--- src/hdl/assert_macros.svh ---
// Assertion macros used by the allocator top-level RTL file.
`ifndef ASSERT_MACROS_SVH
`define ASSERT_MACROS_SVH

// Clocked check, disabled while reset is asserted.
`define ASSERT_CLK(label, prop, msg) \
  label: assert property (@(posedge clk_i) disable iff (!rst_ni) (prop)) else $error(msg);

// Clocked check, also evaluated during reset.
`define ASSERT_ALWAYS(label, prop, msg) \
  label: assert property (@(posedge clk_i) (prop)) else $error(msg);

`endif

--- src/hdl/asa_pkg.sv ---
// Types, constants and codes for the aligned slot allocator.
package asa_pkg;

  localparam int unsigned REGION_BYTES = 64;
  localparam int unsigned LANES        = 4;
  localparam int unsigned ROWS         = (REGION_BYTES + LANES - 1) / LANES;
  localparam int unsigned ROW_W        = (ROWS > 1) ? $clog2(ROWS) : 1;
  localparam int unsigned OFF_W        = ROW_W + 2;

  localparam logic [2:0] SZ_ONE  = 3'd1;
  localparam logic [2:0] SZ_TWO  = 3'd2;
  localparam logic [2:0] SZ_FOUR = 3'd4;

  typedef enum logic [1:0] {
    ST_GRANTED  = 2'd0,
    ST_BAD_SIZE = 2'd1,
    ST_FULL     = 2'd2
  } status_e;

  typedef enum logic [0:0] {
    S_IDLE = 1'b0,
    S_SCAN = 1'b1
  } state_e;

  typedef struct packed {
    logic             hit;
    logic [1:0]       lane;
    logic [LANES-1:0] set_mask;
  } chk_t;

  typedef struct packed {
    logic             en;
    logic [ROW_W-1:0] row;
    logic [LANES-1:0] mask;
  } bm_wr_t;

endpackage

--- src/hdl/asa_bitmap.sv ---
// Used-byte bitmap, one row of four bytes per entry, cleared by reset.
module asa_bitmap (
  input  logic                      clk_i,
  input  logic                      rst_ni,
  input  logic [asa_pkg::ROW_W-1:0] rd_row_i,
  output logic [asa_pkg::LANES-1:0] rd_data_o,
  input  asa_pkg::bm_wr_t           wr_i
);

  logic [asa_pkg::LANES-1:0] rows_q [asa_pkg::ROWS];

  always_ff @(posedge clk_i or negedge rst_ni) begin
    if (!rst_ni) begin
      for (int i = 0; i < int'(asa_pkg::ROWS); i++) begin
        rows_q[i] <= '0;
      end
    end else if (wr_i.en) begin
      rows_q[wr_i.row] <= rows_q[wr_i.row] | wr_i.mask;
    end
  end

  assign rd_data_o = rows_q[rd_row_i];

endmodule

--- src/hdl/asa_row_check.sv ---
// Shared row checker: finds the lowest aligned free slot within one row.
module asa_row_check (
  input  logic [asa_pkg::ROW_W-1:0] row_i,
  input  logic [asa_pkg::LANES-1:0] used_i,
  input  logic [2:0]                size_i,
  output asa_pkg::chk_t             chk_o
);

  logic [asa_pkg::LANES-1:0] busy;

  always_comb begin
    for (int j = 0; j < int'(asa_pkg::LANES); j++) begin
      busy[j] = used_i[j] |
                ((32'(row_i) * 32'(asa_pkg::LANES) + 32'(j)) >= 32'(asa_pkg::REGION_BYTES));
    end
  end

  always_comb begin
    chk_o = '0;
    case (size_i)
      asa_pkg::SZ_ONE: begin
        if (!busy[0]) begin
          chk_o = '{hit: 1'b1, lane: 2'd0, set_mask: 4'b0001};
        end else if (!busy[1]) begin
          chk_o = '{hit: 1'b1, lane: 2'd1, set_mask: 4'b0010};
        end else if (!busy[2]) begin
          chk_o = '{hit: 1'b1, lane: 2'd2, set_mask: 4'b0100};
        end else if (!busy[3]) begin
          chk_o = '{hit: 1'b1, lane: 2'd3, set_mask: 4'b1000};
        end
      end
      asa_pkg::SZ_TWO: begin
        if (busy[1:0] == 2'b00) begin
          chk_o = '{hit: 1'b1, lane: 2'd0, set_mask: 4'b0011};
        end else if (busy[3:2] == 2'b00) begin
          chk_o = '{hit: 1'b1, lane: 2'd2, set_mask: 4'b1100};
        end
      end
      asa_pkg::SZ_FOUR: begin
        if (busy == 4'b0000) begin
          chk_o = '{hit: 1'b1, lane: 2'd0, set_mask: 4'b1111};
        end
      end
      default: begin
        chk_o = '0;
      end
    endcase
  end

endmodule

--- src/hdl/aligned_slot_allocator.sv ---
// Top level of the aligned slot allocator: sequencer, output register, config.
//
//   channel  dir  payload                          handshake
//   s_axis   in   tdata[2:0] request_size          tvalid/tready
//   m_axis   out  tdata slot_address, tuser status tvalid/tready
//   cfg      in   cfg_data_i region_base           cfg_valid_i/cfg_ready_o
//
// One request: the accept, then a scan of up to ROWS (16) rows, one row of
// four bytes per cycle through the shared row checker; an invalid size, the
// first row holding a fitting slot, or the last row ends the scan.
// Reset clears the bitmap flops at once; region_base resets to 0.
// A result waiting on m_axis holds the scan at its final row until taken.
// cfg writes are always taken.
`include "assert_macros.svh"

module aligned_slot_allocator (
  input  logic        clk_i,
  input  logic        rst_ni,
  input  logic        s_axis_tvalid,
  output logic        s_axis_tready,
  input  logic [7:0]  s_axis_tdata,   // [2:0] request_size
  output logic        m_axis_tvalid,
  input  logic        m_axis_tready,
  output logic [31:0] m_axis_tdata,   // [31:0] slot_address
  output logic [1:0]  m_axis_tuser,   // [1:0] status
  input  logic        cfg_valid_i,
  output logic        cfg_ready_o,
  input  logic [31:0] cfg_data_i
);

  asa_pkg::state_e            state_q, state_d;
  logic [asa_pkg::ROW_W-1:0]  row_q, row_d;
  logic [2:0]                 size_q, size_d;
  logic [31:0]                base_q;
  logic                       out_valid_q, out_valid_d;
  asa_pkg::status_e           out_status_q, out_status_d;
  logic [31:0]                out_addr_q, out_addr_d;

  logic [asa_pkg::LANES-1:0]  row_used;
  asa_pkg::chk_t              chk;
  asa_pkg::bm_wr_t            bm_wr;
  logic                       size_ok;
  logic                       last_row;
  logic                       done;
  logic                       out_load;
  logic                       in_acc;

  asa_bitmap u_bitmap (
    .clk_i     (clk_i),
    .rst_ni    (rst_ni),
    .rd_row_i  (row_q),
    .rd_data_o (row_used),
    .wr_i      (bm_wr)
  );

  asa_row_check u_row_check (
    .row_i  (row_q),
    .used_i (row_used),
    .size_i (size_q),
    .chk_o  (chk)
  );

  assign cfg_ready_o   = 1'b1;
  assign s_axis_tready = (state_q == asa_pkg::S_IDLE);
  assign in_acc        = s_axis_tvalid && s_axis_tready;
  assign size_ok       = (size_q == asa_pkg::SZ_ONE) || (size_q == asa_pkg::SZ_TWO) ||
                         (size_q == asa_pkg::SZ_FOUR);
  assign last_row      = (row_q == asa_pkg::ROW_W'(asa_pkg::ROWS - 1));
  assign done          = !size_ok || chk.hit || last_row;
  assign out_load      = (state_q == asa_pkg::S_SCAN) && done &&
                         (!out_valid_q || m_axis_tready);

  always_comb begin
    state_d      = state_q;
    row_d        = row_q;
    size_d       = size_q;
    out_status_d = out_status_q;
    out_addr_d   = out_addr_q;
    out_valid_d  = out_valid_q && !m_axis_tready;
    bm_wr        = '0;
    case (state_q)
      asa_pkg::S_IDLE: begin
        if (in_acc) begin
          size_d  = s_axis_tdata[2:0];
          row_d   = '0;
          state_d = asa_pkg::S_SCAN;
        end
      end
      asa_pkg::S_SCAN: begin
        if (out_load) begin
          out_valid_d = 1'b1;
          state_d     = asa_pkg::S_IDLE;
          if (!size_ok) begin
            out_status_d = asa_pkg::ST_BAD_SIZE;
            out_addr_d   = '0;
          end else if (chk.hit) begin
            out_status_d = asa_pkg::ST_GRANTED;
            out_addr_d   = base_q + 32'({row_q, chk.lane});
            bm_wr        = '{en: 1'b1, row: row_q, mask: chk.set_mask};
          end else begin
            out_status_d = asa_pkg::ST_FULL;
            out_addr_d   = '0;
          end
        end else if (!done) begin
          row_d = row_q + 1'b1;
        end
      end
      default: begin
        state_d = asa_pkg::S_IDLE;
      end
    endcase
  end

  always_ff @(posedge clk_i or negedge rst_ni) begin
    if (!rst_ni) begin
      state_q     <= asa_pkg::S_IDLE;
      row_q       <= '0;
      out_valid_q <= 1'b0;
      base_q      <= '0;
    end else begin
      state_q     <= state_d;
      row_q       <= row_d;
      out_valid_q <= out_valid_d;
      if (cfg_valid_i && cfg_ready_o) begin
        base_q <= cfg_data_i;
      end
    end
  end

  always_ff @(posedge clk_i) begin
    size_q       <= size_d;
    out_status_q <= out_status_d;
    out_addr_q   <= out_addr_d;
  end

  assign m_axis_tvalid = out_valid_q;
  assign m_axis_tdata  = out_addr_q;
  assign m_axis_tuser  = out_status_q;

  `ASSERT_CLK(a_accept_starts_scan, in_acc |=> (state_q == asa_pkg::S_SCAN), "accept did not start scan")
  `ASSERT_CLK(a_write_on_grant, bm_wr.en |-> (out_load && size_ok && chk.hit), "bitmap written without grant")
  `ASSERT_CLK(a_zero_addr_no_grant, (m_axis_tvalid && (m_axis_tuser != 2'(asa_pkg::ST_GRANTED))) |-> (m_axis_tdata == 32'd0), "non-grant result carries an address")
  `ASSERT_CLK(a_load_ends_scan, out_load |=> (state_q == asa_pkg::S_IDLE) && m_axis_tvalid, "result load did not end scan")

endmodule

--- config.mk ---
export PLATFORM = sky130hd
export DESIGN_NAME = aligned_slot_allocator
export DESIGN_NICKNAME = d
export VERILOG_FILES = /design/src/hdl/asa_pkg.sv /design/src/hdl/asa_bitmap.sv /design/src/hdl/asa_row_check.sv /design/src/hdl/aligned_slot_allocator.sv
export VERILOG_INCLUDE_DIRS = /design/src /design/src/hdl
export SDC_FILE = /design/constraint.sdc
export NUM_CORES = 1
export LEC_CHECK = 0
export ABC_CLOCK_PERIOD_IN_PS = 5650
export BUFFER_PORTS_ARGS = -buffer_cell sky130_fd_sc_hd__buf_2
export CAP_MARGIN = 20
export CELL_PAD_IN_SITES_DETAIL_PLACEMENT = 1
export CELL_PAD_IN_SITES_GLOBAL_PLACEMENT = 1
export CORE_ASPECT_RATIO = 0.7
export CORE_UTILIZATION = 48
export DETAILED_ROUTE_END_ITERATION = 7
export GPL_TIMING_DRIVEN = 1
export PLACE_DENSITY = 0.77
export SLEW_MARGIN = 20
export SYNTH_ARGS = -nofsm -noshare
export SYNTH_HDL_FRONTEND = slang
export SYNTH_SLANG_ARGS = --single-unit
--- constraint.sdc ---
create_clock -name clk_i -period 5.65 [get_ports clk_i]
set_clock_uncertainty 0.2 [all_clocks]
set_input_delay 0.565 -clock clk_i [delete_from_list [all_inputs] [get_ports clk_i]]
set_output_delay 0.565 -clock clk_i [all_outputs]
set_load 0.05 [all_outputs]
Word level (Yosys, flattened, before mapping)
Index checks and enable logic that the tools add are counted.

Latch bits: 0. Flip-flop bits (word level): 139. Input bits: 45. Memories: 0. Output and inout port bits: 37. Logic and storage cells: 101. Bits in read-only memories: 0. RAM bits: 0.

Reductions and logical operators: 20. $lt $le $gt $ge: 7. Equality and inequality tests: 7. Multipliers: 0. Add/subtract/negate cells: 5. Bitwise gates (word level): 8. Multiplexer cells: 31. Div/mod/pow operators: 0. Shift-type cells: 0.

Operators by type and width (count): $ge A32 B7 Y1 const B (3); $bwmux W64 (1); $mux W7 (7); $mux W9 (4); $add A32 B6 Y32 (1); $bmux W4 S4 (2); $mux W4 (8); $pmux W7 S3 (1); $demux W4 S4 (1); $add A6 B2 Y7 const B (2); $ge A5 B5 Y1 const B (2); $not A4 Y5 (2); $pmux W4 S2 (1); $add A6 B1 Y7 const B (1); $ge A6 B7 Y1 const B (1); $reduce_and A2 Y1 (3); $logic_and A1 B1 Y1 (5); $logic_or A1 B1 Y1 (5); $lt A5 B1 Y1 const B (1); $add A4 B1 Y4 const B (1); $eq A4 B4 Y1 const B (1); $logic_not A2 Y1 (2); $logic_not A4 Y1 (1); $mux W1 (4); other kinds (12) (18).

Longest topological paths before layout
Gate-level depths: netlist of the first run.

Depth after elaboration: 22. Depth in mapped cells: 19. Gate-level depth less buffers: 17.

By module
A second synthesis of the first run with hierarchy kept.

Cells, all modules: 575. Area, all modules: 6984.2 sq um.

Modules (own cells, without submodules): aligned_slot_allocator (area each 3663.5 sq um, cells each 310, seq. area each 2062.0 sq um, times used 1); asa_bitmap (area each 3075.4 sq um, cells each 227, seq. area each 1601.5 sq um, times used 1); asa_row_check (area each 245.2 sq um, cells each 38, seq. area each 0.0 sq um, times used 1).

Worst setup path after synthesis of the first run
Ideal clock, no wire load.

Path kind: reg-to-reg. Start: register row_q[0] (netlist bit). End: register out_addr_q[24] (netlist: m_axis_tdata[24]) (data pin). Data arrival time: 3989 ps. Library setup time: 266 ps. Period minus slack after synthesis: 4455 ps. Buffers on the path: 2. Stages on the path, launching flop included: 17. Data required time: 5184 ps. Path slack: 1195 ps. Cells stage by stage: dfrtp_1 buf_6 buf_6 mux4_2 mux4_2 clkinv_2 and2_1 a32oi_1 fa_1 nor2b_1 o21ai_0 a21boi_0 o21ai_0 a211oi_1 nand4_1 xor2_1 nor2_1.

Word-level cells in the longest chain between the ends: 11. Elaborated cells on any way between the ends: 28. Classes of those cells: add/sub (4); order compare (4); mux (11); bitwise (5); reduce/logical (4).

RTL lines: from (decl) (RTL line aligned_slot_allocator.sv:32) `logic [asa_pkg::ROW_W-1:0] row_q, row_d;`; from (signal assigned) (RTL line aligned_slot_allocator.sv:122) `row_q <= row_d;`; branches (longest 11 deep; another with $ge A32 B7 Y1); to (signal assigned) (RTL line aligned_slot_allocator.sv:133) `out_addr_q <= out_addr_d;`; to (decl) (RTL line aligned_slot_allocator.sv:37) `logic [31:0] out_addr_q, out_addr_d;`.

Parallel ways; which one is timed is not known. The select of a mux whose other input is x is not followed. A chain may end at the register's enable or synchronous reset.

Final worst setup path of the first run
Start: register row_q[1] (netlist bit). End: register out_addr_q[15] (netlist: m_axis_tdata[15]) (data pin).

Same word-level chain as after synthesis.

==> impl_results.html, run 1 <==
<table>
<tr><th>Metric</th><th>Value</th></tr>
<tr><th colspan="2">Clocking</th></tr>
<tr><td># resized after CTS</td><td>0</td></tr>
<tr><td>Number of CTS-inserted buffers</td><td>17</td></tr>
<tr><td>Clock Tree Buf Depth</td><td>2</td></tr>
<tr><td>Level count of the clock H-tree</td><td>4</td></tr>
<tr><td>Insertion delay of the later-clocked pin in the worst-skew pair</td><td>0.44 ns</td></tr>
<tr><td>Post-CTS clock slew at the launch and capture registers of the worst setup and hold paths</td><td>0.07 ns</td></tr>
<tr><td>Sink count of the clock tree</td><td>139</td></tr>
<tr><td>Clk root buf</td><td>clkbuf_16</td></tr>
<tr><td>TritonCTS clock tree</td><td>done</td></tr>
<tr><th colspan="2">Drt</th></tr>
<tr><td>Remaining routing DRC violations</td><td>0</td></tr>
<tr><td>Vias post-DR</td><td>5146</td></tr>
<tr><td>Drt via density</td><td>5.91</td></tr>
<tr><td>Remaining number of nets flagged by the antenna check after routing</td><td>0</td></tr>
<tr><td>Starting DRC count in detailed routing</td><td>349</td></tr>
<tr><td>Wire length reported by the detailed router</td><td>19900 um</td></tr>
<tr><td>Detailed Routing Iterations Pass 1</td><td>5</td></tr>
<tr><td>Average wire length per cell after detail routing</td><td>22.8 um</td></tr>
<tr><th colspan="2">Layout</th></tr>
<tr><td>Final core occ</td><td>57.4%</td></tr>
<tr><td>Multi-input combinational cell area</td><td>3480 sq um</td></tr>
<tr><td>Count of nets after finishing</td><td>716</td></tr>
<tr><td>Sequential cell area</td><td>3660 sq um</td></tr>
<tr><td>Area growth from synthesis to final layout</td><td>15.7%</td></tr>
<tr><td>Final antenna diode count</td><td>0</td></tr>
<tr><td>Share of final-layout standard cells stronger than drive strength 1</td><td>37.1%</td></tr>
<tr><td>Count of filler cells inserted in the layout</td><td>1544</td></tr>
<tr><th colspan="2">Logic synthesis</th></tr>
<tr><td>Synthesis warning total</td><td>0</td></tr>
<tr><td>Top cells by area, synth</td><td>dfrtp_1 (35%), edfxtp_1 (15%), mux2_2 (14%), mux4_2 (5.8%), nor2_1 (2.0%)</td></tr>
<tr><td>Post-synthesis net count</td><td>638</td></tr>
<tr><td>Share of the yosys chip area belonging to registers</td><td>49.9%</td></tr>
<tr><td>Average cell area after synthesis</td><td>12.6 sq um</td></tr>
<tr><td>Leading area contributor after synthesis</td><td>dfrtp_1</td></tr>
<tr><td>Synthesized area</td><td>7350 sq um</td></tr>
<tr><td>Number of instances in the synthesized netlist</td><td>585</td></tr>
<tr><td>Number of library cell types mapped by synthesis</td><td>65</td></tr>
<tr><td>Yosys top cell area share</td><td>34.7%</td></tr>
<tr><td>Proportion of synthesized flip-flops having asynchronous set or reset</td><td>73.4%</td></tr>
<tr><td>Most frequently used flop master after synthesis</td><td>dfrtp_1</td></tr>
<tr><td>Number of enable-type register cells in the synthesized netlist</td><td>37</td></tr>
<tr><td>Post-synthesis sequential element count</td><td>139</td></tr>
<tr><th colspan="2">Timing</th></tr>
<tr><td>Setup violations, final</td><td>0</td></tr>
<tr><td>Max-slew violations</td><td>0</td></tr>
<tr><td>Setup TNS Final</td><td>0 ns</td></tr>
<tr><td>Final worst setup slack</td><td>0.487 ns</td></tr>
<tr><td>Final critical-path share of the clock period</td><td>91.4%</td></tr>
<tr><td>Shortest clock period the worst path allows after layout</td><td>5.16 ns</td></tr>
<tr><td>Unrepaired setup endpoints after global routing</td><td>no</td></tr>
<tr><td>Final Hold Fails</td><td>0</td></tr>
<tr><td>Relative max-transition margin</td><td>31.9%</td></tr>
<tr><td>Worst slew pin tran</td><td>1.02 ns</td></tr>
<tr><td>Fmax achieved</td><td>194 MHz</td></tr>
<tr><th colspan="2">Floorplan</th></tr>
<tr><td>Number of I/O pins</td><td>82</td></tr>
<tr><td>Starting utilization of the core area</td><td>49.6%</td></tr>
<tr><td>Std cell rows</td><td>37</td></tr>
<tr><td>Core Area</td><td>14800 sq um</td></tr>
<tr><td>Die area</td><td>15800 sq um</td></tr>
<tr><td>Die Ht</td><td>106 um</td></tr>
<tr><td>Die Wd</td><td>150 um</td></tr>
<tr><th colspan="2">Setup path</th></tr>
<tr><td>Endpoint kind of the worst setup timing path</td><td>flop</td></tr>
<tr><td>Chain of cells forming the critical path</td><td>mux4_2, mux2_2, nand2_1, nand3_1, a32oi_1, inv_1, ha_1, a21o_1, a21oi_1, o21ai_0, a21o_1, a21oi_1, buf_4, nor3_1, xnor2_1, nor2_1</td></tr>
<tr><td>Critical path's top delay family</td><td>compound AO/OA/AOI/OAI gates</td></tr>
<tr><td>R2R Path Start</td><td>row_q[1]</td></tr>
<tr><td>Combined buffer and inverter count along the critical path</td><td>2</td></tr>
<tr><td>Peak fanout along the critical path</td><td>14</td></tr>
<tr><td>Largest stage delay on the critical path</td><td>0.81 ns</td></tr>
<tr><td>Critical path required time</td><td>5.63 ns</td></tr>
<tr><td>Start-to-end type of the worst setup path</td><td>reg -&gt; reg</td></tr>
<tr><td>CP Data Arrival Time</td><td>5.14 ns</td></tr>
<tr><td>Crit path launch type</td><td>flop</td></tr>
<tr><td>Worst-path cell with the longest stage delay</td><td>dfrtp_1</td></tr>
<tr><td>Start point of the critical path</td><td>row_q[1]</td></tr>
<tr><th colspan="2">Global route</th></tr>
<tr><td>Maximum number of pins on one net before global-route repair</td><td>55</td></tr>
<tr><td>Gr usage total</td><td>27.7%</td></tr>
<tr><td>Vias in the first global route</td><td>5618</td></tr>
<tr><td>First-pass GRT wire length</td><td>32300 um</td></tr>
<tr><td>Number of antenna violations at the first check in global routing</td><td>0</td></tr>
<tr><td>Grt ovf</td><td>0</td></tr>
<tr><th colspan="2">Place</th></tr>
<tr><td>Detailed-placement wirelength estimate</td><td>13800 um</td></tr>
<tr><td>Worst setup slack after placement</td><td>0.534 ns</td></tr>
<tr><td>Placer congestion estimate</td><td>0.804</td></tr>
<tr><td>I/O Buffers</td><td>75</td></tr>
<tr><th colspan="2">Run</th></tr>
<tr><td>Max capacitance violation total</td><td>0</td></tr>
<tr><th colspan="2">Pwr</th></tr>
<tr><td>Final Total Pwr</td><td>3.92 mW</td></tr>
<tr><td>Maximum ir drop on the vdd rail</td><td>0.226 mV</td></tr>
<tr><td>Leakage component of the power</td><td>3.59 nW</td></tr>
<tr><td>Power per unit of standard cell area</td><td>461 nW/um^2</td></tr>
<tr><th colspan="2">Min path</th></tr>
<tr><td>Hold_sp</td><td>s_axis_tdata[0]</td></tr>
<tr><td>Type of the worst min-delay path</td><td>in -&gt; reg</td></tr>
<tr><th colspan="2">Outcome</th></tr>
<tr><td>Status</td><td>completed</td></tr>
</table>
cell type report:
type                    instances  share of cell area, %
repair buffers                 91                   6.04
clock buffers                  19                   5.33
multi-input cells             402                   40.9
well taps                     195                   2.87
clock inverters                13                   1.16
flip-flops and latches        139                   43.1
inverters                      12                  0.545
Yosys cell counts (11+ instances only):
master	instances
dfrtp_1	102
mux2_2	92
nor2_1	40
edfxtp_1	37
nand2_1	23
clkbuf_1	21
mux4_2	19
a21oi_1	18
nand3_1	17
nor2b_1	17
xnor2_1	16
mux2i_1	14
o21ai_0	14
inv_1	11
layout by cell type, fill, tap and decap left out, types with 3 or more instances in the layout:
| cell type | netlist | final |
|---|---|---|
| dfrtp_1 | 102 | 102 |
| mux2_2 | 92 | 92 |
| buf_2 | 3 | 74 |
| nor2_1 | 40 | 39 |
| edfxtp_1 | 37 | 37 |
| nand2_1 | 23 | 23 |
| mux4_2 | 19 | 19 |
| a21oi_1 | 18 | 18 |
| nor2b_1 | 17 | 17 |
| nand3_1 | 17 | 17 |
| clkbuf_16 | 0 | 17 |
| xnor2_1 | 16 | 16 |
| buf_4 | 2 | 15 |
| mux2i_1 | 14 | 14 |
| o21ai_0 | 14 | 14 |
| inv_1 | 11 | 11 |
| nand2b_1 | 9 | 9 |
| xor2_1 | 9 | 9 |
| nor3_1 | 8 | 8 |
| nor3_2 | 8 | 8 |
| and2_1 | 7 | 7 |
| mux2_1 | 7 | 7 |
| a21o_1 | 7 | 7 |
| ha_1 | 7 | 7 |
| and3_1 | 6 | 6 |
| or3_1 | 6 | 6 |
| nor4_1 | 5 | 5 |
| clkinv_2 | 1 | 4 |
| clkinv_1 | 0 | 4 |
| clkinvlp_4 | 0 | 4 |
| o22ai_1 | 3 | 3 |
| nor4_4 | 3 | 3 |
| nor4b_1 | 3 | 3 |
kinds of logic (layout without fill, tap and decap cells):
group                      count (synthesis)  after routing  share of synthesized area (%)
and+or+nand+nor                          169            169                           13.5
buffers and inverters                     44            135                           2.83
adders and majority gates                  8              8                           1.46
other                                      1              1                         0.0510
muxes                                    133            133                           23.1
AOI/OAI and AO/OA                         66             66                           6.17
xor gates and xnor gates                  25             25                           2.98
DFF                                      139            139                           49.9
layer usage:
layer  vias to the layer above  wire [um]  global-route usage [%]
met1                      2673       8980                    38.2
met4                         0        295                    9.16
met5                         -          0                       0
li1                       2300          -                       -
met3                        27       1190                    7.10
met2                       146       9430                    42.8
stage by stage:
step,std cells,area (sq um),hold WS (ns)
after CTS,871,8500,0.0952
final,871,8500,0.110
after floorplan,585,7350,0.0694
after global routing,871,8500,0.101
after detailed placement,838,7940,0.261
after global placement,838,7940,0.242
final timing paths:
path                            slack [ns]  cells past startpoint                   to
max in group asynchronous             3.57                      3           base_q[27]
min in group asynchronous             0.50                      2            base_q[8]
worst max-delay path                  0.49                     16     m_axis_tdata[15]
worst min-delay path                  0.11                      1            size_q[0]
worst max register to register        0.49                     16     m_axis_tdata[15]
worst min register to register        0.26                      1  u_bitmap.rows_q[63]
where the power goes:
group	switching, mW	internal [mW]
clock	0.441	0.620
sequential	0.114	1.27
combinational	1.03	0.437
timing repair:
action	4_1_cts	5_1_grt
hold buffers	1	0
endpoints found under the hold margin	48	0
buffers inserted	0	0
flip-flops by register name, summed over array words and instances (netlist names):
signal	flops
size_q	3
m_axis_tuser	2
base_q	32
m_axis_tdata	32
u_bitmap.rows_q	64
m_axis_tvalid	1
state_q	1
row_q	4
worst reg2reg max path: cells and delay by family, from the launching register on:
kind            cells  cell delay, ns
xor+xnor            1            0.21
mux                 2            0.94
buf+inv             2            0.35
flops               1            0.81
simple gates        4            0.70
compound gates      6            1.43
fa+ha+maj           1            0.28
No activity file was read; power rests on OpenSTA's default activity.
==> inputs of run 2 (changes only) <==
CELL_PAD_IN_SITES_DETAIL_PLACEMENT = unset   (was 1)
CELL_PAD_IN_SITES_GLOBAL_PLACEMENT = unset   (was 1)
CORE_UTILIZATION = 59   (was 48)
==> run 2 against run 1 <==
Critical endpoint is now m_axis_tdata[24]. Largest cell class unchanged. Largest power group unchanged. Highest routed layer unchanged. Setup slack worse by 0.042 ns. Global-route usage is 0.76 points higher. Cell count is 4.7% lower.
==> impl_results.html, run 2 (synthesis results as in run 1) <==
<table>
<tr><th>Metric</th><th>Value</th></tr>
<tr><th colspan="2">Outcome</th></tr>
<tr><td>Status</td><td>completed</td></tr>
<tr><th colspan="2">Place</th></tr>
<tr><td>Number of placed instances with taps included</td><td>797</td></tr>
<tr><td>I/O Buffers</td><td>75</td></tr>
<tr><td>Detailed-placement wirelength estimate</td><td>11800 um</td></tr>
<tr><td>Placer congestion estimate</td><td>0.965</td></tr>
<tr><th colspan="2">Drt</th></tr>
<tr><td>Drt via density</td><td>6.17</td></tr>
<tr><td>Remaining number of nets flagged by the antenna check after routing</td><td>0</td></tr>
<tr><td>Average wire length per cell after detail routing</td><td>20.4 um</td></tr>
<tr><td>Detailed Routing Iterations Pass 1</td><td>5</td></tr>
<tr><td>Vias post-DR</td><td>5119</td></tr>
<tr><td>Remaining routing DRC violations</td><td>0</td></tr>
<tr><td>Starting DRC count in detailed routing</td><td>476</td></tr>
<tr><td>Wire length reported by the detailed router</td><td>17000 um</td></tr>
<tr><th colspan="2">Timing</th></tr>
<tr><td>Max-slew violations</td><td>0</td></tr>
<tr><td>Worst slew pin tran</td><td>1.00 ns</td></tr>
<tr><td>Setup TNS Final</td><td>0 ns</td></tr>
<tr><td>Shortest clock period the worst path allows after layout</td><td>5.20 ns</td></tr>
<tr><td>Final critical-path share of the clock period</td><td>92.1%</td></tr>
<tr><td>Unrepaired setup endpoints after global routing</td><td>no</td></tr>
<tr><td>Setup violations, final</td><td>0</td></tr>
<tr><td>Fmax achieved</td><td>192 MHz</td></tr>
<tr><td>Worst slack on hold paths</td><td>0.124 ns</td></tr>
<tr><td>Final Hold Fails</td><td>0</td></tr>
<tr><td>Relative max-transition margin</td><td>33.1%</td></tr>
<tr><th colspan="2">Setup path</th></tr>
<tr><td>CP Data Arrival Time</td><td>5.16 ns</td></tr>
<tr><td>Critical path required time</td><td>5.61 ns</td></tr>
<tr><td>Endpoint kind of the worst setup timing path</td><td>flop</td></tr>
<tr><td>Crit path launch type</td><td>flop</td></tr>
<tr><td>Register-to-Register Path Depth</td><td>17</td></tr>
<tr><td>Peak fanout along the critical path</td><td>17</td></tr>
<tr><td>Start-to-end type of the worst setup path</td><td>reg -&gt; reg</td></tr>
<tr><th colspan="2">Global route</th></tr>
<tr><td>First-pass GRT wire length</td><td>27100 um</td></tr>
<tr><td>Gr usage total</td><td>28.5%</td></tr>
<tr><td>Met2 global-route usage</td><td>41.7%</td></tr>
<tr><td>Maximum number of pins on one net before global-route repair</td><td>77</td></tr>
<tr><td>Vias in the first global route</td><td>5084</td></tr>
<tr><td>Number of antenna violations at the first check in global routing</td><td>0</td></tr>
<tr><td>Most utilized layer in the global route result</td><td>met2</td></tr>
<tr><td>Met3 track utilization from global routing</td><td>6.54%</td></tr>
<tr><td>Grt ovf</td><td>0</td></tr>
<tr><td>Global-route track usage on met1</td><td>41.4%</td></tr>
<tr><th colspan="2">Layout</th></tr>
<tr><td>Commonest non-fill, non-tap cells in the layout</td><td>dfrtp_1 (102), mux2_2 (92), buf_2 (74), nor2_1 (39), edfxtp_1 (37)</td></tr>
<tr><td>Reg with most FFs</td><td>u_bitmap.rows_q</td></tr>
<tr><td>Non-filler cells in the finished layout</td><td>830</td></tr>
<tr><td>Share of final-layout standard cells stronger than drive strength 1</td><td>37.3%</td></tr>
<tr><td>Final antenna diode count</td><td>0</td></tr>
<tr><td>Flip-flop count of the largest register after layout</td><td>64</td></tr>
<tr><td>Count of nets after finishing</td><td>713</td></tr>
<tr><td>Area growth from synthesis to final layout</td><td>15.0%</td></tr>
<tr><td>Leading cell type in the layout, fill and taps excluded</td><td>dfrtp_1</td></tr>
<tr><th colspan="2">Floorplan</th></tr>
<tr><td>Std cell rows</td><td>33</td></tr>
<tr><td>Starting utilization of the core area</td><td>61.6%</td></tr>
<tr><td>Die area</td><td>12900 sq um</td></tr>
<tr><td>Number of I/O pins</td><td>82</td></tr>
<tr><td>Die Ht</td><td>95.4 um</td></tr>
<tr><td>Core Area</td><td>11900 sq um</td></tr>
<tr><td>Die Wd</td><td>135 um</td></tr>
<tr><th colspan="2">Clocking</th></tr>
<tr><td>Post-CTS clock slew at the launch and capture registers of the worst setup and hold paths</td><td>0.06 ns</td></tr>
<tr><td>Sink count of the clock tree</td><td>139</td></tr>
<tr><td>Level count of the clock H-tree</td><td>4</td></tr>
<tr><td>Clk root buf</td><td>clkbuf_16</td></tr>
<tr><td>TritonCTS clock tree</td><td>done</td></tr>
<tr><td>Insertion delay of the later-clocked pin in the worst-skew pair</td><td>0.42 ns</td></tr>
<tr><td>Setup repair bufs after CTS</td><td>0</td></tr>
<tr><td>Number of CTS-inserted buffers</td><td>17</td></tr>
<tr><td>Clock Tree Buf Depth</td><td>2</td></tr>
<tr><th colspan="2">Pwr</th></tr>
<tr><td>Maximum ir drop on the vdd rail</td><td>0.515 mV</td></tr>
<tr><td>Final Total Pwr</td><td>3.89 mW</td></tr>
<tr><td>Leakage component of the power</td><td>3.59 nW</td></tr>
<tr><td>Power per unit of standard cell area</td><td>460 nW/um^2</td></tr>
<tr><th colspan="2">Min path</th></tr>
<tr><td>Type of the worst min-delay path</td><td>in -&gt; reg</td></tr>
<tr><td>Hold Path Cell Cnt</td><td>1</td></tr>
<tr><th colspan="2">Run</th></tr>
<tr><td>Max capacitance violation total</td><td>0</td></tr>
</table>
==> run 2: stage by stage <==
stage,cell area [sq um],setup slack (ns),utilization (%)
6_report,8450,0.446,70.8
5_1_grt,8450,0.0480,70.8
4_1_cts,8450,0.500,70.8
3_5_place_dp,7870,0.601,65.9
3_3_place_gp,7870,0.688,65.9
2_1_floorplan,7350,1.19,-
==> run 2: final timing paths <==
path / slack (ns) / endpoint / from
min in group asynchronous: 0.41 / m_axis_tvalid / rst_ni
hold reg to reg: 0.28 / u_bitmap.rows_q[61] / u_bitmap.rows_q[61]
setup / recovery: 0.45 / m_axis_tdata[24] / row_q[0]
setup reg to reg: 0.45 / m_axis_tdata[24] / row_q[0]
hold / removal: 0.12 / size_q[1] / s_axis_tdata[1]
max in group asynchronous: 3.55 / u_bitmap.rows_q[5] / rst_ni
==> run 2: timing repair <==
| item | in CTS | in global routing |
|---|---|---|
| hold buffers | 1 | 0 |
| hold endpoints to repair | 26 | 0 |
| resized for setup | 0 | 0 |
==> run 2: cell type report <==
type	count	area, sq um
Clock inverter	14	144
Clock buffer	18	429
Sequential cell	139	3660
Fill cell	812	3480
Tap cell	157	196
Multi-Input combinational cell	402	3480
Inverter	12	46.3
Timing Repair Buffer	88	490
==> run 2: critical path, stage by stage (launching register included) <==
cell	delay (ns)
dfrtp_1	0.93
buf_4	0.39
nand2_1	0.11
a211o_1	0.29
a21o_1	0.21
a211o_1	0.34
nor2_1	0.22
a32oi_1	0.15
fa_1	0.46
nor2b_1	0.19
o21ai_0	0.15
a21boi_0	0.27
o21ai_0	0.14
a211oi_1	0.28
buf_4	0.24
nand4_1	0.13
xor2_1	0.18
nor2_1	0.06
==> run 2: power by group <==
| part | internal [mW] | switching [mW] | total (mW) | leakage (nW) |
|---|---|---|---|---|
| clock | 0.650 | 0.436 | 1.09 | 0.281 |
| sequential | 1.27 | 0.125 | 1.40 | 1.70 |
| combinational | 0.430 | 0.976 | 1.41 | 1.61 |
| total | 2.35 | 1.54 | 3.89 | 3.59 |
==> run 2: layer usage <==
| layer | part of all wire [%] | wire length [um] |
|---|---|---|
| met5 | 0 | 0 |
| met3 | 7.6 | 1290 |
| met1 | 47 | 7980 |
| met2 | 44 | 7450 |
| met4 | 1.5 | 246 |
==> inputs of run 3 (changes only) <==
GPL_TIMING_DRIVEN = 0   (was 1)
==> run 3 against run 2 <==
Register-to-register slack is essentially flat. Setup slack improved by 0.0075 ns. Routed wire length up 8.0%. Cell area is 1.8% higher. Critical path depth up 1. Count of clock-buffer cells in the layout decreased by 1. Power rose by 3.2%. Hold slack got worse by 0.00054 ns. First-iteration DRC count grew 6.3%. Die area unchanged. Largest power group unchanged. Cell count increased by 2.7%. Sequential share of layout area fell by 0.78 points.
==> impl_results.html, run 3 (synthesis results as in run 1) <==
<table>
<tr><th>Metric</th><th>Value</th></tr>
<tr><th colspan="2">Place</th></tr>
<tr><td>Number of placed instances with taps included</td><td>818</td></tr>
<tr><td>I/O Buffers</td><td>74</td></tr>
<tr><td>Placer congestion estimate</td><td>0.932</td></tr>
<tr><td>Detailed-placement wirelength estimate</td><td>13200 um</td></tr>
<tr><td>Worst setup slack after placement</td><td>0.0808 ns</td></tr>
<tr><th colspan="2">Floorplan</th></tr>
<tr><td>Core Area</td><td>11900 sq um</td></tr>
<tr><td>Std cell rows</td><td>33</td></tr>
<tr><td>Die Wd</td><td>135 um</td></tr>
<tr><td>Number of I/O pins</td><td>82</td></tr>
<tr><td>Die area</td><td>12900 sq um</td></tr>
<tr><td>Die Ht</td><td>95.4 um</td></tr>
<tr><td>Starting utilization of the core area</td><td>61.6%</td></tr>
<tr><th colspan="2">Setup path</th></tr>
<tr><td>Start-to-end type of the worst setup path</td><td>reg -&gt; reg</td></tr>
<tr><td>Crit path launch type</td><td>flop</td></tr>
<tr><td>Critical path required time</td><td>5.61 ns</td></tr>
<tr><td>Endpoint kind of the worst setup timing path</td><td>flop</td></tr>
<tr><td>R2R Path Start</td><td>row_q[1]</td></tr>
<tr><td>Capture point of the worst path</td><td>m_axis_tdata[19]</td></tr>
<tr><td>CP Data Arrival Time</td><td>5.15 ns</td></tr>
<tr><td>Peak fanout along the critical path</td><td>10</td></tr>
<tr><td>Endpoint of the lowest-slack register-to-register path</td><td>m_axis_tdata[19]</td></tr>
<tr><td>Register-to-Register Path Depth</td><td>18</td></tr>
<tr><td>Start point of the critical path</td><td>row_q[1]</td></tr>
<tr><td>Slack of the worst reg-to-reg path</td><td>0.45 ns</td></tr>
<tr><th colspan="2">Clocking</th></tr>
<tr><td>Sink count of the clock tree</td><td>139</td></tr>
<tr><td>Clock Tree Buf Depth</td><td>2</td></tr>
<tr><td>Level count of the clock H-tree</td><td>4</td></tr>
<tr><td>Number of CTS-inserted buffers</td><td>17</td></tr>
<tr><td>TritonCTS clock tree</td><td>done</td></tr>
<tr><td>Post-CTS clock slew at the launch and capture registers of the worst setup and hold paths</td><td>0.06 ns</td></tr>
<tr><td>Clk root buf</td><td>clkbuf_16</td></tr>
<tr><td>Insertion delay of the later-clocked pin in the worst-skew pair</td><td>0.43 ns</td></tr>
<tr><th colspan="2">Pwr</th></tr>
<tr><td>Maximum ir drop on the vdd rail</td><td>0.394 mV</td></tr>
<tr><td>NetSw</td><td>1.62 mW</td></tr>
<tr><td>Leakage component of the power</td><td>3.64 nW</td></tr>
<tr><td>P_int</td><td>2.39 mW</td></tr>
<tr><td>Power per unit of standard cell area</td><td>466 nW/um^2</td></tr>
<tr><td>Switch share</td><td>40.3%</td></tr>
<tr><td>Clk network pwr share</td><td>28.4%</td></tr>
<tr><td>Sequential Power Share</td><td>34.0%</td></tr>
<tr><td>Final Total Pwr</td><td>4.01 mW</td></tr>
<tr><td>Combinational fraction of design power</td><td>37.6%</td></tr>
<tr><th colspan="2">Layout</th></tr>
<tr><td>Share of final-layout standard cells stronger than drive strength 1</td><td>36.5%</td></tr>
<tr><td>Area growth from synthesis to final layout</td><td>17.1%</td></tr>
<tr><td>Count of nets after finishing</td><td>735</td></tr>
<tr><td>Commonest non-fill, non-tap cells in the layout</td><td>dfrtp_1 (102), mux2_2 (92), buf_2 (76), nor2_1 (40), edfxtp_1 (37)</td></tr>
<tr><td>Flip-flop count of the largest register after layout</td><td>64</td></tr>
<tr><td>Reg with most FFs</td><td>u_bitmap.rows_q</td></tr>
<tr><td>Count of filler cells inserted in the layout</td><td>816</td></tr>
<tr><td>Non-filler cells in the finished layout</td><td>852</td></tr>
<tr><td>Leading cell type in the layout, fill and taps excluded</td><td>dfrtp_1</td></tr>
<tr><td>Final antenna diode count</td><td>0</td></tr>
<tr><th colspan="2">Timing</th></tr>
<tr><td>Setup violations, final</td><td>0</td></tr>
<tr><td>Unrepaired setup endpoints after global routing</td><td>no</td></tr>
<tr><td>Max-slew violations</td><td>0</td></tr>
<tr><td>Fmax achieved</td><td>192 MHz</td></tr>
<tr><td>Final worst setup slack</td><td>0.453 ns</td></tr>
<tr><td>Worst slew pin tran</td><td>0.921 ns</td></tr>
<tr><td>Worst slack on hold paths</td><td>0.124 ns</td></tr>
<tr><td>Final Hold Fails</td><td>0</td></tr>
<tr><td>Final critical-path share of the clock period</td><td>92.0%</td></tr>
<tr><td>Relative max-transition margin</td><td>38.6%</td></tr>
<tr><td>Setup TNS Final</td><td>0 ns</td></tr>
<tr><td>Shortest clock period the worst path allows after layout</td><td>5.20 ns</td></tr>
<tr><th colspan="2">Global route</th></tr>
<tr><td>Grt ovf</td><td>0</td></tr>
<tr><td>Vias in the first global route</td><td>5155</td></tr>
<tr><td>Maximum number of pins on one net before global-route repair</td><td>69</td></tr>
<tr><td>Number of antenna violations at the first check in global routing</td><td>0</td></tr>
<tr><td>First-pass GRT wire length</td><td>28600 um</td></tr>
<tr><td>Gr usage total</td><td>30.3%</td></tr>
<tr><th colspan="2">Min path</th></tr>
<tr><td>Type of the worst min-delay path</td><td>in -&gt; reg</td></tr>
<tr><td>Hold Path Cell Cnt</td><td>1</td></tr>
<tr><th colspan="2">Drt</th></tr>
<tr><td>Remaining number of nets flagged by the antenna check after routing</td><td>0</td></tr>
<tr><td>Vias post-DR</td><td>5291</td></tr>
<tr><td>Remaining routing DRC violations</td><td>0</td></tr>
<tr><td>Average wire length per cell after detail routing</td><td>21.5 um</td></tr>
<tr><td>Detailed Routing Iterations Pass 1</td><td>5</td></tr>
<tr><td>Drt via density</td><td>6.21</td></tr>
<tr><td>Wire length reported by the detailed router</td><td>18300 um</td></tr>
<tr><td>Starting DRC count in detailed routing</td><td>506</td></tr>
<tr><th colspan="2">Run</th></tr>
<tr><td>Max capacitance violation total</td><td>0</td></tr>
<tr><th colspan="2">Outcome</th></tr>
<tr><td>Status</td><td>completed</td></tr>
</table>
## run 3: cell count changes in the layout (fill, tap and decap cells not counted), sizes merged
| cell | previous run | this run |
|---|---|---|
| inv | 14 | 18 |
| clkinv | 8 | 5 |
| clkbuf | 18 | 38 |
| buf | 87 | 88 |
## run 3: per-stage QoR
stage	area, sq um	util [%]
finish	8600	72.1
global route	8600	72.1
CTS	8580	71.9
detailed placement	7970	66.8
global placement	7910	66.3
floorplan	7350	-
## run 3: timing repair
item	4_1_cts	5_1_grt
gates resized for setup	0	3
hold buffers	1	0
buffers inserted	0	1
setup endpoints to repair	0	9
hold endpoints to repair	34	0
## run 3: final cells by class
type                       instances  area (sq um)  share of cell area (%)
sequential                       139          3660                    42.6
multi-input combinational        402          3490                    40.5
timing repair buffer              78           442                    5.13
clock buffer                      17           425                    4.95
tap                              157           196                    2.28
clock inverter                    15           180                    2.09
buffer                            32           163                    1.89
inverter                          12          46.3                   0.538
## run 3: worst min path at each step
| stage | startpoint | endpoint | slack [ns] |
|---|---|---|---|
| 2_1_floorplan | rst_ni | base_q[0] | 0.07 |
| 3_3_place_gp | u_bitmap.rows_q[61] | u_bitmap.rows_q[61] | 0.24 |
| 3_5_place_dp | u_bitmap.rows_q[61] | u_bitmap.rows_q[61] | 0.24 |
| 4_1_cts | s_axis_tdata[2] | size_q[2] | 0.12 |
| 5_1_grt | s_axis_tdata[1] | size_q[1] | 0.11 |
| 6_report | s_axis_tdata[2] | size_q[2] | 0.12 |
## run 3: critical path: stages (launching register included)
cell and delay, ns:
dfrtp_1 0.39, buf_2 0.29, buf_6 0.22, mux4_2 0.50
mux2_2 0.31, nand2_1 0.22, nand3_1 0.27, a32oi_1 0.41
inv_1 0.09, ha_1 0.28, a21o_1 0.19, a21oi_1 0.22
o21ai_0 0.14, a21o_1 0.23, a21oi_2 0.27, clkbuf_2 0.31
nor4_1 0.10, xnor2_1 0.22, nor2_1 0.06
## run 3: layer usage
layer | GRT usage, % | wire length (um)
met5 | 0 | 0
met1 | 45.7 | 8450
met2 | 43.2 | 7920
met3 | 7.60 | 1710
met4 | 8.61 | 238
## run 3: power by group through the flow
stage | Clock [mW] | Combinational, mW | Sequential (mW)
after floorplan | 0 | 0.724 | 1.74
after global placement | 0 | 1.42 | 1.37
after CTS | 1.15 | 1.49 | 1.36
final | 1.14 | 1.51 | 1.37
after global routing | 1.20 | 1.60 | 1.38
after detailed placement | 0 | 1.48 | 1.38
